<file path="config.mk">
export PLATFORM = sky130hd
export DESIGN_NAME = sacd_front
export DESIGN_NICKNAME = d
export VERILOG_FILES = /design/src/hdl/set_assoc_lru_cache_directory_unit_defines.svh /design/src/hdl/sacd_pkg.sv /design/src/hdl/sacd_front.sv
export SDC_FILE = /design/constraint.sdc
export NUM_CORES = 1
export LEC_CHECK = 0
export BUFFER_PORTS_ARGS = -buffer_cell sky130_fd_sc_hd__buf_2
export CORE_MARGIN = 2
export CORE_UTILIZATION = 53
export DETAILED_ROUTE_END_ITERATION = 10
export GPL_TIMING_DRIVEN = 0
export HOLD_SLACK_MARGIN = 0.05
export PLACE_DENSITY = 0.8
export RECOVER_POWER = 50
export SLEW_MARGIN = 10
export SYNTH_ARGS = -nofsm -noshare
export SYNTH_HDL_FRONTEND = slang
export SYNTH_SLANG_ARGS = --single-unit
</file>
<file path="constraint.sdc">
create_clock -name i_clk -period 2.8 [get_ports i_clk]
set_input_delay 0.14 -clock i_clk [delete_from_list [all_inputs] [get_ports i_clk]]
set_output_delay 0.14 -clock i_clk [all_outputs]
set_load 0.01 [all_outputs]
</file>
<file path="src/hdl/set_assoc_lru_cache_directory_unit_defines.svh">
// ----------------------------------------------------------------------------
// set_assoc_lru_cache_directory_unit_defines
// assertion macros used by the cache directory back end
// ----------------------------------------------------------------------------
`ifndef SET_ASSOC_LRU_CACHE_DIRECTORY_UNIT_DEFINES_SVH
`define SET_ASSOC_LRU_CACHE_DIRECTORY_UNIT_DEFINES_SVH

// clocked property with a reset guard
`define SACD_ASSERT_CLK(name, clk, rst_n, prop, msg) \
    name: assert property (@(posedge clk) disable iff (!rst_n) (prop)) else $error(msg);

// default clock and reset names of this project
`define SACD_ASSERT(name, prop, msg) \
    `SACD_ASSERT_CLK(name, i_clk, i_rst_n, prop, msg)

`endif

</file>
<file path="src/hdl/sacd_pkg.sv">
// ----------------------------------------------------------------------------
// sacd_pkg
// types and constants of the set associative lru cache directory
// ----------------------------------------------------------------------------
`default_nettype none

package sacd_pkg;

    localparam int ADDR_W  = 32;
    localparam int Q_DEPTH = 2;
    localparam int Q_PW    = $clog2(Q_DEPTH);

    // register slots, decoded from paddr[3:2]
    localparam logic [1:0] REG_BLOCK_SHIFT = 2'd0;
    localparam logic [1:0] REG_SET_SHIFT   = 2'd1;
    localparam logic [1:0] REG_WAYS_IN_USE = 2'd2;

    typedef struct packed {
        logic [2:0] block_shift;
        logic [2:0] set_shift;
        logic [3:0] ways_in_use;
    } t_cfg;

    typedef struct packed {
        logic              kind;
        logic [ADDR_W-1:0] aligned;
    } t_item;

    localparam t_cfg CFG_RESET = '{block_shift: 3'd4, set_shift: 3'd6, ways_in_use: 4'd8};

endpackage

`default_nettype wire

</file>
<file path="src/hdl/sacd_front.sv">
// ----------------------------------------------------------------------------
// sacd_front
// accepts accesses, aligns the address, picks the set and queues the word
// ----------------------------------------------------------------------------
`default_nettype none

module sacd_front #(
    parameter int MAX_SETS  = 64,
    parameter int ADDR_BITS = 32,
    localparam int SET_W = (MAX_SETS > 1) ? $clog2(MAX_SETS) : 1
) (
    input  wire logic                  i_clk,
    input  wire logic                  i_rst_n,
    input  wire sacd_pkg::t_cfg        i_cfg,
    input  wire logic                  i_in_valid,
    output logic                       o_in_stall,
    input  wire logic                  i_kind,
    input  wire logic [31:0]           i_address,
    output logic                       o_q_valid,
    output sacd_pkg::t_item            o_q_item,
    output logic [SET_W-1:0]           o_q_set,
    input  wire logic                  i_q_pop
);

    import sacd_pkg::*;

    localparam int MAX_SS = $clog2(MAX_SETS + 1) - 1;
    localparam logic [ADDR_W-1:0] ADDR_MASK = (ADDR_BITS >= ADDR_W) ? {ADDR_W{1'b1}}
                                            : ADDR_W'((64'd1 << ADDR_BITS) - 64'd1);

    logic [ADDR_W-1:0] addr_m;
    logic [ADDR_W-1:0] blk_num;
    logic [3:0]        eff_ss;
    t_item             item;
    logic [SET_W-1:0]  set_sel;
    logic              accept;

    t_item             r_q_item [Q_DEPTH];
    logic [SET_W-1:0]  r_q_set  [Q_DEPTH];
    logic [Q_PW-1:0]   r_wr_ptr;
    logic [Q_PW-1:0]   r_rd_ptr;
    logic [Q_PW:0]     r_count;
    logic [Q_PW:0]     n_count;

    always_comb begin
        addr_m       = i_address & ADDR_MASK;
        blk_num      = addr_m >> i_cfg.block_shift;
        item.kind    = i_kind;
        item.aligned = addr_m & ({ADDR_W{1'b1}} << i_cfg.block_shift);
        // sets beyond the built count fold down to the largest power of two
        if ({1'b0, i_cfg.set_shift} > 4'(MAX_SS)) begin
            eff_ss = 4'(MAX_SS);
        end else begin
            eff_ss = {1'b0, i_cfg.set_shift};
        end
        set_sel = blk_num[SET_W-1:0] & ~({SET_W{1'b1}} << eff_ss);
    end

    assign o_in_stall = (r_count == (Q_PW + 1)'(Q_DEPTH));
    assign accept     = i_in_valid && !o_in_stall;

    always_comb begin
        unique case ({accept, i_q_pop})
            2'b10:   n_count = r_count + 1'b1;
            2'b01:   n_count = r_count - 1'b1;
            default: n_count = r_count;
        endcase
    end

    always_ff @(posedge i_clk) begin
        if (!i_rst_n) begin
            r_wr_ptr <= '0;
            r_rd_ptr <= '0;
            r_count  <= '0;
        end else begin
            r_count <= n_count;
            if (accept) begin
                r_wr_ptr <= r_wr_ptr + 1'b1;
            end
            if (i_q_pop) begin
                r_rd_ptr <= r_rd_ptr + 1'b1;
            end
        end
    end

    always_ff @(posedge i_clk) begin
        if (accept) begin
            r_q_item[r_wr_ptr] <= item;
            r_q_set[r_wr_ptr]  <= set_sel;
        end
    end

    assign o_q_valid = (r_count != '0);
    assign o_q_item  = r_q_item[r_rd_ptr];
    assign o_q_set   = r_q_set[r_rd_ptr];

endmodule

`default_nettype wire

</file>
==> reports/qor.csv, run 1 <==
stage,metric,value,unit
run_status,status,"complete, no violations",
global_routing,pin count of the biggest net entering global routing,31,
power_and_ir_drop,Seq pwr share,0.539,
logic_synthesis,Synth area leader,edfxtp_1,
timing,setup TNS,0,ps
setup_path,Top Family by Delay on Critical Path,buffers and inverters,
setup_path,Reg2Reg Depth,3,
logic_synthesis,yosys warns,0,
clock_network,clk_lat worst skew,330,ps
detailed_routing,drt drc,0,
worst_hold_path,WHS Path Cells,3,
clock_network,clock sinks,83,
die,Core Area,6350,um2
timing,Peak Freq,465,MHz
place,port bufs,80,
power_and_ir_drop,sw frac,0.241,
global_routing,vias in the first global route,2187,
setup_path,r2r startpoint,r_count[0],
worst_hold_path,worst min-delay path class,primary input to register,
setup_path,crit path max fanout,30,
clock_network,Clk Tree Root Cell,clkbuf_8,
timing,# setup viols final,0,
clock_network,Post-CTS Setup Bufs,0,
detailed_routing,initial DRC count,119,
detailed_routing,Total Wirelength,6290,um
logic_synthesis,sequential area share after synthesis,0.701,
setup_path,Critical Path Max Stage Delay,720,ps
timing,Tcrit/Tclk final,0.769,
place,Post-DP HPWL,4020,um
power_and_ir_drop,pwr dens,638,nW/um2
power_and_ir_drop,Comb pwr share,0.177,
logic_synthesis,Yosys cell types,33,
logic_synthesis,Synth Net Count,246,
die,die area,7240,um2
power_and_ir_drop,Int Power,2140,uW
detailed_routing,Routed Antenna Nets,0,
die,I/O pins,88,
detailed_routing,1st-pass router iterations,4,
global_routing,GRT overflow,0,
clock_network,Max clock buf depth,2,
final_layout,Final #Nets,365,
power_and_ir_drop,clock network fraction of total power,0.284,
clock_network,cts hold-fix bufs,26,
global_routing,global-route wire length before repair,10300,um
setup_path,Worst EP arrival,2110,ps
final_layout,share of layout cells above drive strength 1,0.398,
timing,Worst Max-Slew Pin Slew,808,ps
setup_path,r2r endpoint,r_q_set[1][1],
die,starting density of the core,0.549,
power_and_ir_drop,P_leak,0.00169,uW
detailed_routing,wire length per cell,15.8,um
job,Max-Cap Viols,0,
setup_path,Startpoint Class,register,
detailed_routing,Via Count,2112,
global_routing,antenna violations before repair,0,
place,Place WS,1020,ps
timing,Fin. Hold Viols,0,
place,Final Wtd Congestion,0.882,
timing,final worst clock skew,9.69,ps
logic_synthesis,post-synthesis cell area,3490,um2
logic_synthesis,Yosys top cell area share,0.672,
setup_path,Crit. path cell count,3,
logic_synthesis,synth top area cells,"edfxtp_1 (67%), mux2_2 (13%), mux2i_1 (3.4%)",
power_and_ir_drop,P_sw,681,uW
setup_path,critical path capture point type,register,
timing,unrepaired setup endpoints after global routing,false,
setup_path,"reg-to-reg slack, setup",650,ps
final_layout,Area Overhead vs Synth,27.1,%
final_layout,antenna cell count,0,
timing,Max Slew Vio Count,0,
setup_path,Crit path required time,2760,ps
die,die width,85.1,um
logic_synthesis,syn_area_per_cell,17.6,um2
die,die height,85.1,um
timing,Slew headroom,0.462,
setup_path,Setup CP Type,register to register,
clock_network,H-tree levels,3,
timing,Tmin final,2150,ps
clock_network,CTS tree,built,
detailed_routing,DR vias/cell,5.29,
clock_network,cts repair resizes,0,
power_and_ir_drop,Max VDD drop,442,uV
setup_path,CP Buf/Inv Count,1,
worst_hold_path,min-delay src,i_q_pop,
logic_synthesis,Mapped Cells,198,
setup_path,critical-path cell list,"nand2b_1, and3_1, clkbuf_2",
global_routing,GRT Total Usage,0.185,
logic_synthesis,Yosys reg bits,83,
clock_network,CTS buffer count,9,
setup_path,critical path's slowest cell,clkbuf_2,
clock_network,"Clk pin slew, worst setup/hold paths",80,ps
die,FP Rows,29,
timing,final setup margin,648,ps
## sequential cells by signal (all words and copies together) (netlist names), named ones only
signal	cells
r_q_item	66
r_rd_ptr	1
r_count	2
r_wr_ptr	1
r_q_set	12
## worst reg2reg max path: cells and delay by family, from the launching register on
family	cells	cell delay (ps)
buffers and inverters	1	720
and+or+nand+nor	2	620
DFF	1	410
## power by group through the flow
stage | Sequential, uW | Clock [uW] | Combinational, uW
final | 1520 | 802 | 499
after floorplan | 1540 | 0 | 293
after global placement | 1550 | 0 | 458
after CTS | 1520 | 819 | 513
after global routing | 1540 | 880 | 546
after detailed placement | 1550 | 0 | 482
## cells in the mapped netlist
master,count
nand2b_1,1
buf_2,2
inv_1,6
a21oi_1,3
mux2_2,39
nor4b_1,1
xnor2_1,2
nor3b_1,1
and2_1,1
buf_6,1
dfxtp_1,5
or3b_2,1
o21ai_0,4
buf_12,1
nor2_1,8
or2_2,1
mux4_2,4
clkbuf_1,5
a2111oi_1,1
mux4_1,2
ha_1,1
a31oi_1,2
mux2i_1,12
nand2_1,3
xor2_1,1
a21boi_0,1
and3_1,2
nor2b_1,3
edfxtp_1,78
nor3_1,1
buf_4,1
a211oi_1,1
or3_1,3
## worst max-delay path by stage
| stage | slack (ps) | endpoint | startpoint |
|---|---|---|---|
| detailed placement | 1020 | r_q_item[0][9] | r_count[0] |
| global placement | 290 | r_q_item[0][14] | r_count[0] |
| floorplan | 710 | r_q_item[0][0] | r_count[0] |
| CTS | 850 | o_q_item[12] | register |
| global route | 490 | r_q_set[1][1] | r_count[0] |
| finish | 650 | r_q_set[1][1] | r_count[0] |
## cells by family (layout without fill, tap and decap cells)
logic type	after synthesis	count (layout)	share of synthesized area
flip-flops	83	83	0.701
adder cells (fa/ha/maj)	1	1	0.00359
AND/OR/NAND/NOR	26	26	0.0402
XOR/XNOR	3	3	0.00754
buffers and inverters	16	140	0.0258
multiplexers	57	57	0.201
AO/OA/AOI/OAI	12	12	0.0208
## cell type report
type / instances / area (um2)
Clock buffer: 11 / 131
Fill cell: 467 / 1920
Buffer: 10 / 67.6
Inverter: 6 / 22.5
Multi-Input combinational cell: 99 / 953
Tap cell: 77 / 96.3
Timing Repair Buffer: 108 / 662
Clock inverter: 5 / 53.8
Sequential cell: 83 / 2440
## through the flow
stage / hold WS, ps / cells / instance area (um2) / utilization / power (uW)
floorplan: 239 / 198 / 3490 / - / 1840
global placement: 328 / 355 / 3980 / 0.627 / 2010
detailed placement: 332 / 357 / 4020 / 0.634 / 2030
global route: 102 / 399 / 4430 / 0.698 / 2960
finish: 96.8 / 399 / 4430 / 0.698 / 2820
CTS: 80.9 / 399 / 4470 / 0.704 / 2860
## metal layers
layer,track usage,part of all wire
met2,0.310,0.50
met3,0.0564,0.075
met5,0,0
met1,0.238,0.41
met4,0.0476,0.0089
## cell usage in the layout, fill, tap and decap left out, types with 4 or more instances in the layout
cell type	n
mux2i_1	12
clkbuf_8	9
buf_2	63
clkbuf_1	26
dlygate4sd3_1	26
dfxtp_1	5
nor2_1	8
inv_1	5
edfxtp_1	78
o21ai_0	4
mux4_2	4
mux2_2	39
(Power assumes the default switching activity.)
==> inputs of run 2 (changes only) <==
--- a/config.mk
+++ b/config.mk
@@ -7,11 +7,11 @@
 export LEC_CHECK = 0
 export BUFFER_PORTS_ARGS = -buffer_cell sky130_fd_sc_hd__buf_2
 export CORE_MARGIN = 2
-export CORE_UTILIZATION = 53
+export CORE_UTILIZATION = 47
 export DETAILED_ROUTE_END_ITERATION = 10
 export GPL_TIMING_DRIVEN = 0
 export HOLD_SLACK_MARGIN = 0.05
-export PLACE_DENSITY = 0.8
+export PLACE_DENSITY = 0.75
 export RECOVER_POWER = 50
 export SLEW_MARGIN = 10
 export SYNTH_ARGS = -nofsm -noshare
==> constraint.sdc (replaced) <==
create_clock -name i_clk -period 1.8 [get_ports i_clk]
set_input_delay 0.09 -clock i_clk [delete_from_list [all_inputs] [get_ports i_clk]]
set_output_delay 0.09 -clock i_clk [all_outputs]
set_load 0.01 [all_outputs]
==> reports/qor.csv, run 2 (synthesized netlist as in run 1, its figures left out) <==
stage,metric,value,unit
run_status,status,"complete, no violations",
die,die height,90.1,um
setup_path,Critical Path Max Stage Delay,600,ps
setup_path,CP Buf/Inv Count,2,
final_layout,Final #Nets,369,
global_routing,vias in the first global route,2188,
timing,Slew headroom,0.567,
setup_path,CP Capture Point,r_q_set[1][5],
die,die area,8120,um2
place,Post-DP HPWL,4090,um
final_layout,share of layout cells above drive strength 1,0.377,
clock_network,clock sinks,83,
global_routing,antenna violations before repair,0,
setup_path,critical path capture point type,register,
clock_network,clk_lat worst skew,340,ps
final_layout,"most common cell after layout, fill and taps aside",edfxtp_1,
final_layout,antenna cell count,0,
final_layout,utilization after layout,0.632,
clock_network,Clk Tree Root Cell,clkbuf_8,
global_routing,GRT Total Usage,0.168,
timing,Tmin final,1720,ps
detailed_routing,Via Count,2113,
setup_path,Crit path required time,1860,ps
detailed_routing,wire length per cell,15.3,um
die,die width,90.1,um
power_and_ir_drop,pwr dens,1040,nW/um2
detailed_routing,Total Wirelength,6510,um
detailed_routing,DR vias/cell,4.97,
setup_path,crit path max fanout,6,
clock_network,"Clk pin slew, worst setup/hold paths",80,ps
die,Core Area,7210,um2
setup_path,critical path's slowest cell,a2111oi_0,
setup_path,Setup CP Type,primary input to register,
place,Place WS,-259,ps
place,port bufs,80,
global_routing,global-route wire length before repair,10500,um
place,Final Wtd Congestion,0.835,
setup_path,Top Family by Delay on Critical Path,buffers and inverters,
final_layout,Area Overhead vs Synth,30.9,%
die,starting density of the core,0.483,
power_and_ir_drop,clock network fraction of total power,0.326,
detailed_routing,drt drc,0,
global_routing,pin count of the biggest net entering global routing,40,
setup_path,Crit. path cell count,5,
timing,# setup viols final,0,
detailed_routing,initial DRC count,43,
setup_path,Startpoint Class,primary input,
worst_hold_path,WHS Path Cells,3,
setup_path,Worst EP arrival,1780,ps
worst_hold_path,worst min-delay path class,primary input to register,
clock_network,Max clock buf depth,2,
setup_path,r2r endpoint,r_q_item[0][17],
timing,Tcrit/Tclk final,0.957,
timing,unrepaired setup endpoints after global routing,false,
final_layout,largest register by flop count,r_q_item,
power_and_ir_drop,Comb pwr share,0.172,
final_layout,most frequent cells in the layout,"edfxtp_1 (78), buf_2 (51), mux2_2 (39)",
detailed_routing,1st-pass router iterations,4,
timing,Fin. Hold Viols,0,
setup_path,Reg2Reg Depth,5,
final_layout,max reg flops,66,
global_routing,GRT overflow,0,
power_and_ir_drop,sw frac,0.231,
setup_path,Crit. Startpoint,i_address[7],
die,I/O pins,88,
detailed_routing,Routed Antenna Nets,0,
clock_network,CTS buffer count,9,
setup_path,r2r startpoint,r_count[0],
setup_path,critical-path cell list,"dlygate4sd3_1, clkbuf_1, mux4_2, nor2_1, a2111oi_0",
clock_network,CTS tree,built,
power_and_ir_drop,Seq pwr share,0.502,
job,Max-Cap Viols,0,
power_and_ir_drop,power after layout,4720,uW
power_and_ir_drop,P_leak,0.00169,uW
timing,final setup margin,77.2,ps
die,FP Rows,31,
timing,Worst Max-Slew Pin Slew,633,ps
power_and_ir_drop,P_sw,1090,uW
setup_path,"reg-to-reg slack, setup",190,ps
power_and_ir_drop,Int Power,3630,uW
power_and_ir_drop,Max VDD drop,447,uV
timing,Peak Freq,580,MHz
final_layout,largest registers,"r_q_item (66), r_q_set (12), r_count (2)",
timing,final worst clock skew,8.31,ps
clock_network,H-tree levels,3,
timing,Max Slew Vio Count,0,
==> run 2: what timing repair did <==
item	CTS	global route
hold endpoints to repair	55	0
cloned	2	0
endpoints found under the setup margin	66	63
pin swaps	0	0
setup buffers	2	0
resized for setup	6	2
hold buffers	28	0
==> run 2: tightest hold or removal path, delay by kind of cell <==
family | cells | cell delay (ps)
AOI/OAI and AO/OA | 1 | 50
buffers and inverters | 2 | 170
==> run 2: routing by layer <==
layer  wire (um)  vias up  global-route usage
met5           0        -                   0
met4         115        0              0.0692
met3         265       10              0.0285
met2        3290       66               0.283
met1        2840     1023               0.216
li1            -     1014                   -
==> run 2: worst min-delay path by stage <==
stage / to / startpoint / slack (ps)
finish: r_q_item[1][2] / i_address[2] / 130
detailed placement: r_q_item[0][30] / i_address[30] / 280
CTS: r_q_item[1][2] / i_address[2] / 110
floorplan: r_q_item[0][10] / i_address[10] / 190
global route: r_q_item[1][2] / i_address[2] / 140
global placement: r_q_item[1][31] / i_address[31] / 280
==> run 2: power by group through the flow <==
| stage | registers, uW | logic [uW] | clock network, uW |
|---|---|---|---|
| 5_1_grt | 2390 | 891 | 1650 |
| 6_report | 2370 | 815 | 1540 |
| 2_1_floorplan | 2400 | 460 | 0 |
| 3_3_place_gp | 2410 | 721 | 0 |
| 3_5_place_dp | 2420 | 730 | 0 |
| 4_1_cts | 2370 | 839 | 1570 |
==> run 2: final cells by class <==
class / instances / area, um2
multi-input cells: 99 / 962
plain buffers: 10 / 75.1
well taps: 99 / 124
inverters: 6 / 26.3
clock buffers: 11 / 131
repair inverters: 2 / 15.0
clock inverters: 5 / 101
flip-flops and latches: 83 / 2440
fillers: 577 / 2650
repair buffers: 110 / 684
==> run 2: metrics by stage <==
step	hold slack [ps]	cell area, um2	cells	TNS, ps
floorplan	189	3490	198	0
global placement	278	4020	377	-8920
detailed placement	282	4020	377	-10010
CTS	109	4590	425	0
global route	136	4560	425	0
finish	132	4560	425	0
==> inputs of run 3 (changes only) <==
--- a/config.mk
+++ b/config.mk
@@ -11,6 +11,7 @@
 export DETAILED_ROUTE_END_ITERATION = 10
 export GPL_TIMING_DRIVEN = 0
 export HOLD_SLACK_MARGIN = 0.05
+export MAX_ROUTING_LAYER = met4
 export PLACE_DENSITY = 0.75
 export RECOVER_POWER = 50
 export SLEW_MARGIN = 10
==> reports/qor.csv, run 3 (synthesized netlist as in run 1, its figures left out) <==
stage,metric,value,unit
global_routing,vias in the first global route,2184,
final_layout,antenna cell count,0,
final_layout,largest register by flop count,r_q_item,
timing,Fin. Hold Viols,0,
clock_network,CTS buffer count,9,
timing,final worst clock skew,7.85,ps
job,Max-Cap Viols,0,
final_layout,Area Overhead vs Synth,30.9,%
final_layout,share of layout cells above drive strength 1,0.377,
timing,Tmin final,1710,ps
power_and_ir_drop,Max VDD drop,446,uV
setup_path,Startpoint Class,register,
timing,setup TNS,0,ps
timing,unrepaired setup endpoints after global routing,false,
die,die area,8120,um2
timing,Peak Freq,584,MHz
clock_network,H-tree levels,3,
detailed_routing,initial DRC count,48,
setup_path,crit path max fanout,10,
detailed_routing,DR vias/cell,4.98,
worst_hold_path,worst min-delay path class,primary input to register,
global_routing,GRT overflow,0,
run_status,status,"complete, no violations",
clock_network,Max clock buf depth,2,
detailed_routing,wire length per cell,15.3,um
detailed_routing,Highest Signal Layer,met4,
timing,Tcrit/Tclk final,0.950,
global_routing,global-route wire length before repair,10600,um
place,Final Wtd Congestion,0.848,
timing,# setup viols final,0,
detailed_routing,met2 wire length,3300,um
clock_network,Clk Tree Root Cell,clkbuf_8,
worst_hold_path,min-delay src,i_address[2],
setup_path,r2r startpoint,r_count[0],
clock_network,clk_lat worst skew,340,ps
clock_network,CTS tree,built,
die,FP Rows,31,
global_routing,pin count of the biggest net entering global routing,40,
die,die height,90.1,um
detailed_routing,drt drc,0,
place,Post-DP HPWL,4090,um
die,starting density of the core,0.483,
clock_network,"Clk pin slew, worst setup/hold paths",80,ps
timing,Slew headroom,0.589,
setup_path,Setup CP Type,register to output port,
setup_path,Worst EP arrival,1620,ps
global_routing,antenna violations before repair,0,
power_and_ir_drop,P_leak,0.00169,uW
detailed_routing,Routed Antenna Nets,0,
final_layout,largest registers,"r_q_item (66), r_q_set (12), r_count (2)",
detailed_routing,DR WL met3,250,um
clock_network,clock sinks,83,
setup_path,critical path capture point type,output port,
detailed_routing,Total Wirelength,6520,um
place,port bufs,80,
timing,Max Slew Vio Count,0,
power_and_ir_drop,power after layout,4720,uW
timing,Worst Max-Slew Pin Slew,601,ps
final_layout,"most common cell after layout, fill and taps aside",edfxtp_1,
die,I/O pins,88,
setup_path,Crit path required time,1710,ps
power_and_ir_drop,pwr dens,1040,nW/um2
die,die width,90.1,um
detailed_routing,WL met1,2860,um
final_layout,most frequent cells in the layout,"edfxtp_1 (78), buf_2 (51), mux2_2 (39)",
detailed_routing,1st-pass router iterations,4,
final_layout,max reg flops,66,
die,Core Area,7210,um2
global_routing,GRT Total Usage,0.173,
detailed_routing,Via Count,2117,
final_layout,Final #Nets,369,
[run 3: metrics by stage]
step	setup WS, ps	cell area [um2]	std cells	utilization	hold slack, ps
finish	89.1	4560	425	0.632	130
global route	1.60	4560	425	0.632	136
CTS	7.03	4590	425	0.636	109
detailed placement	-259	4020	377	0.557	282
global placement	-231	4020	377	0.557	278
floorplan	37.8	3490	198	-	189
[run 3: worst paths after layout]
kind / endpoint / slack, ps / depth (start not counted)
min: r_q_item[1][2] / 130 / 3
max reg2reg: r_q_item[0][20] / 190 / 5
min reg2reg: r_wr_ptr / 510 / 2
max: o_q_item[8] / 90 / 4
[run 3: worst max-delay path, cell delays in order (launching register included)]
cell	delay, ps
dfxtp_1	360
buf_4	210
buf_4	210
mux2_2	350
buf_2	140
[run 3: timing repair]
action,in CTS,in global routing
gates resized for setup,6,2
buffers inserted,2,0
hold buffers,28,0
setup endpoints to repair,66,63
cloned,2,0
endpoints found under the hold margin,55,0
[run 3: power by group]
group / switching, uW / internal (uW) / total (uW)
Clock: 619 / 918 / 1540
Combinational: 421 / 393 / 814
Sequential: 47.5 / 2320 / 2370
[run 3: cell type report]
class / count / area (um2)
Fill cell: 577 / 2650
Sequential cell: 83 / 2440
Multi-Input combinational cell: 99 / 962
Timing Repair Buffer: 110 / 684
Clock buffer: 11 / 131
Tap cell: 99 / 124
Clock inverter: 5 / 101
Buffer: 10 / 75.1
Inverter: 6 / 26.3
Timing Repair inverter: 2 / 15.0
[run 3: routing by layer]
| layer | vias up | GRT usage |
|---|---|---|
| li1 | 1014 | - |
| met5 | - | - |
| met1 | 1025 | 0.217 |
| met4 | 0 | 0.0692 |
| met2 | 68 | 0.283 |
| met3 | 10 | 0.0285 |
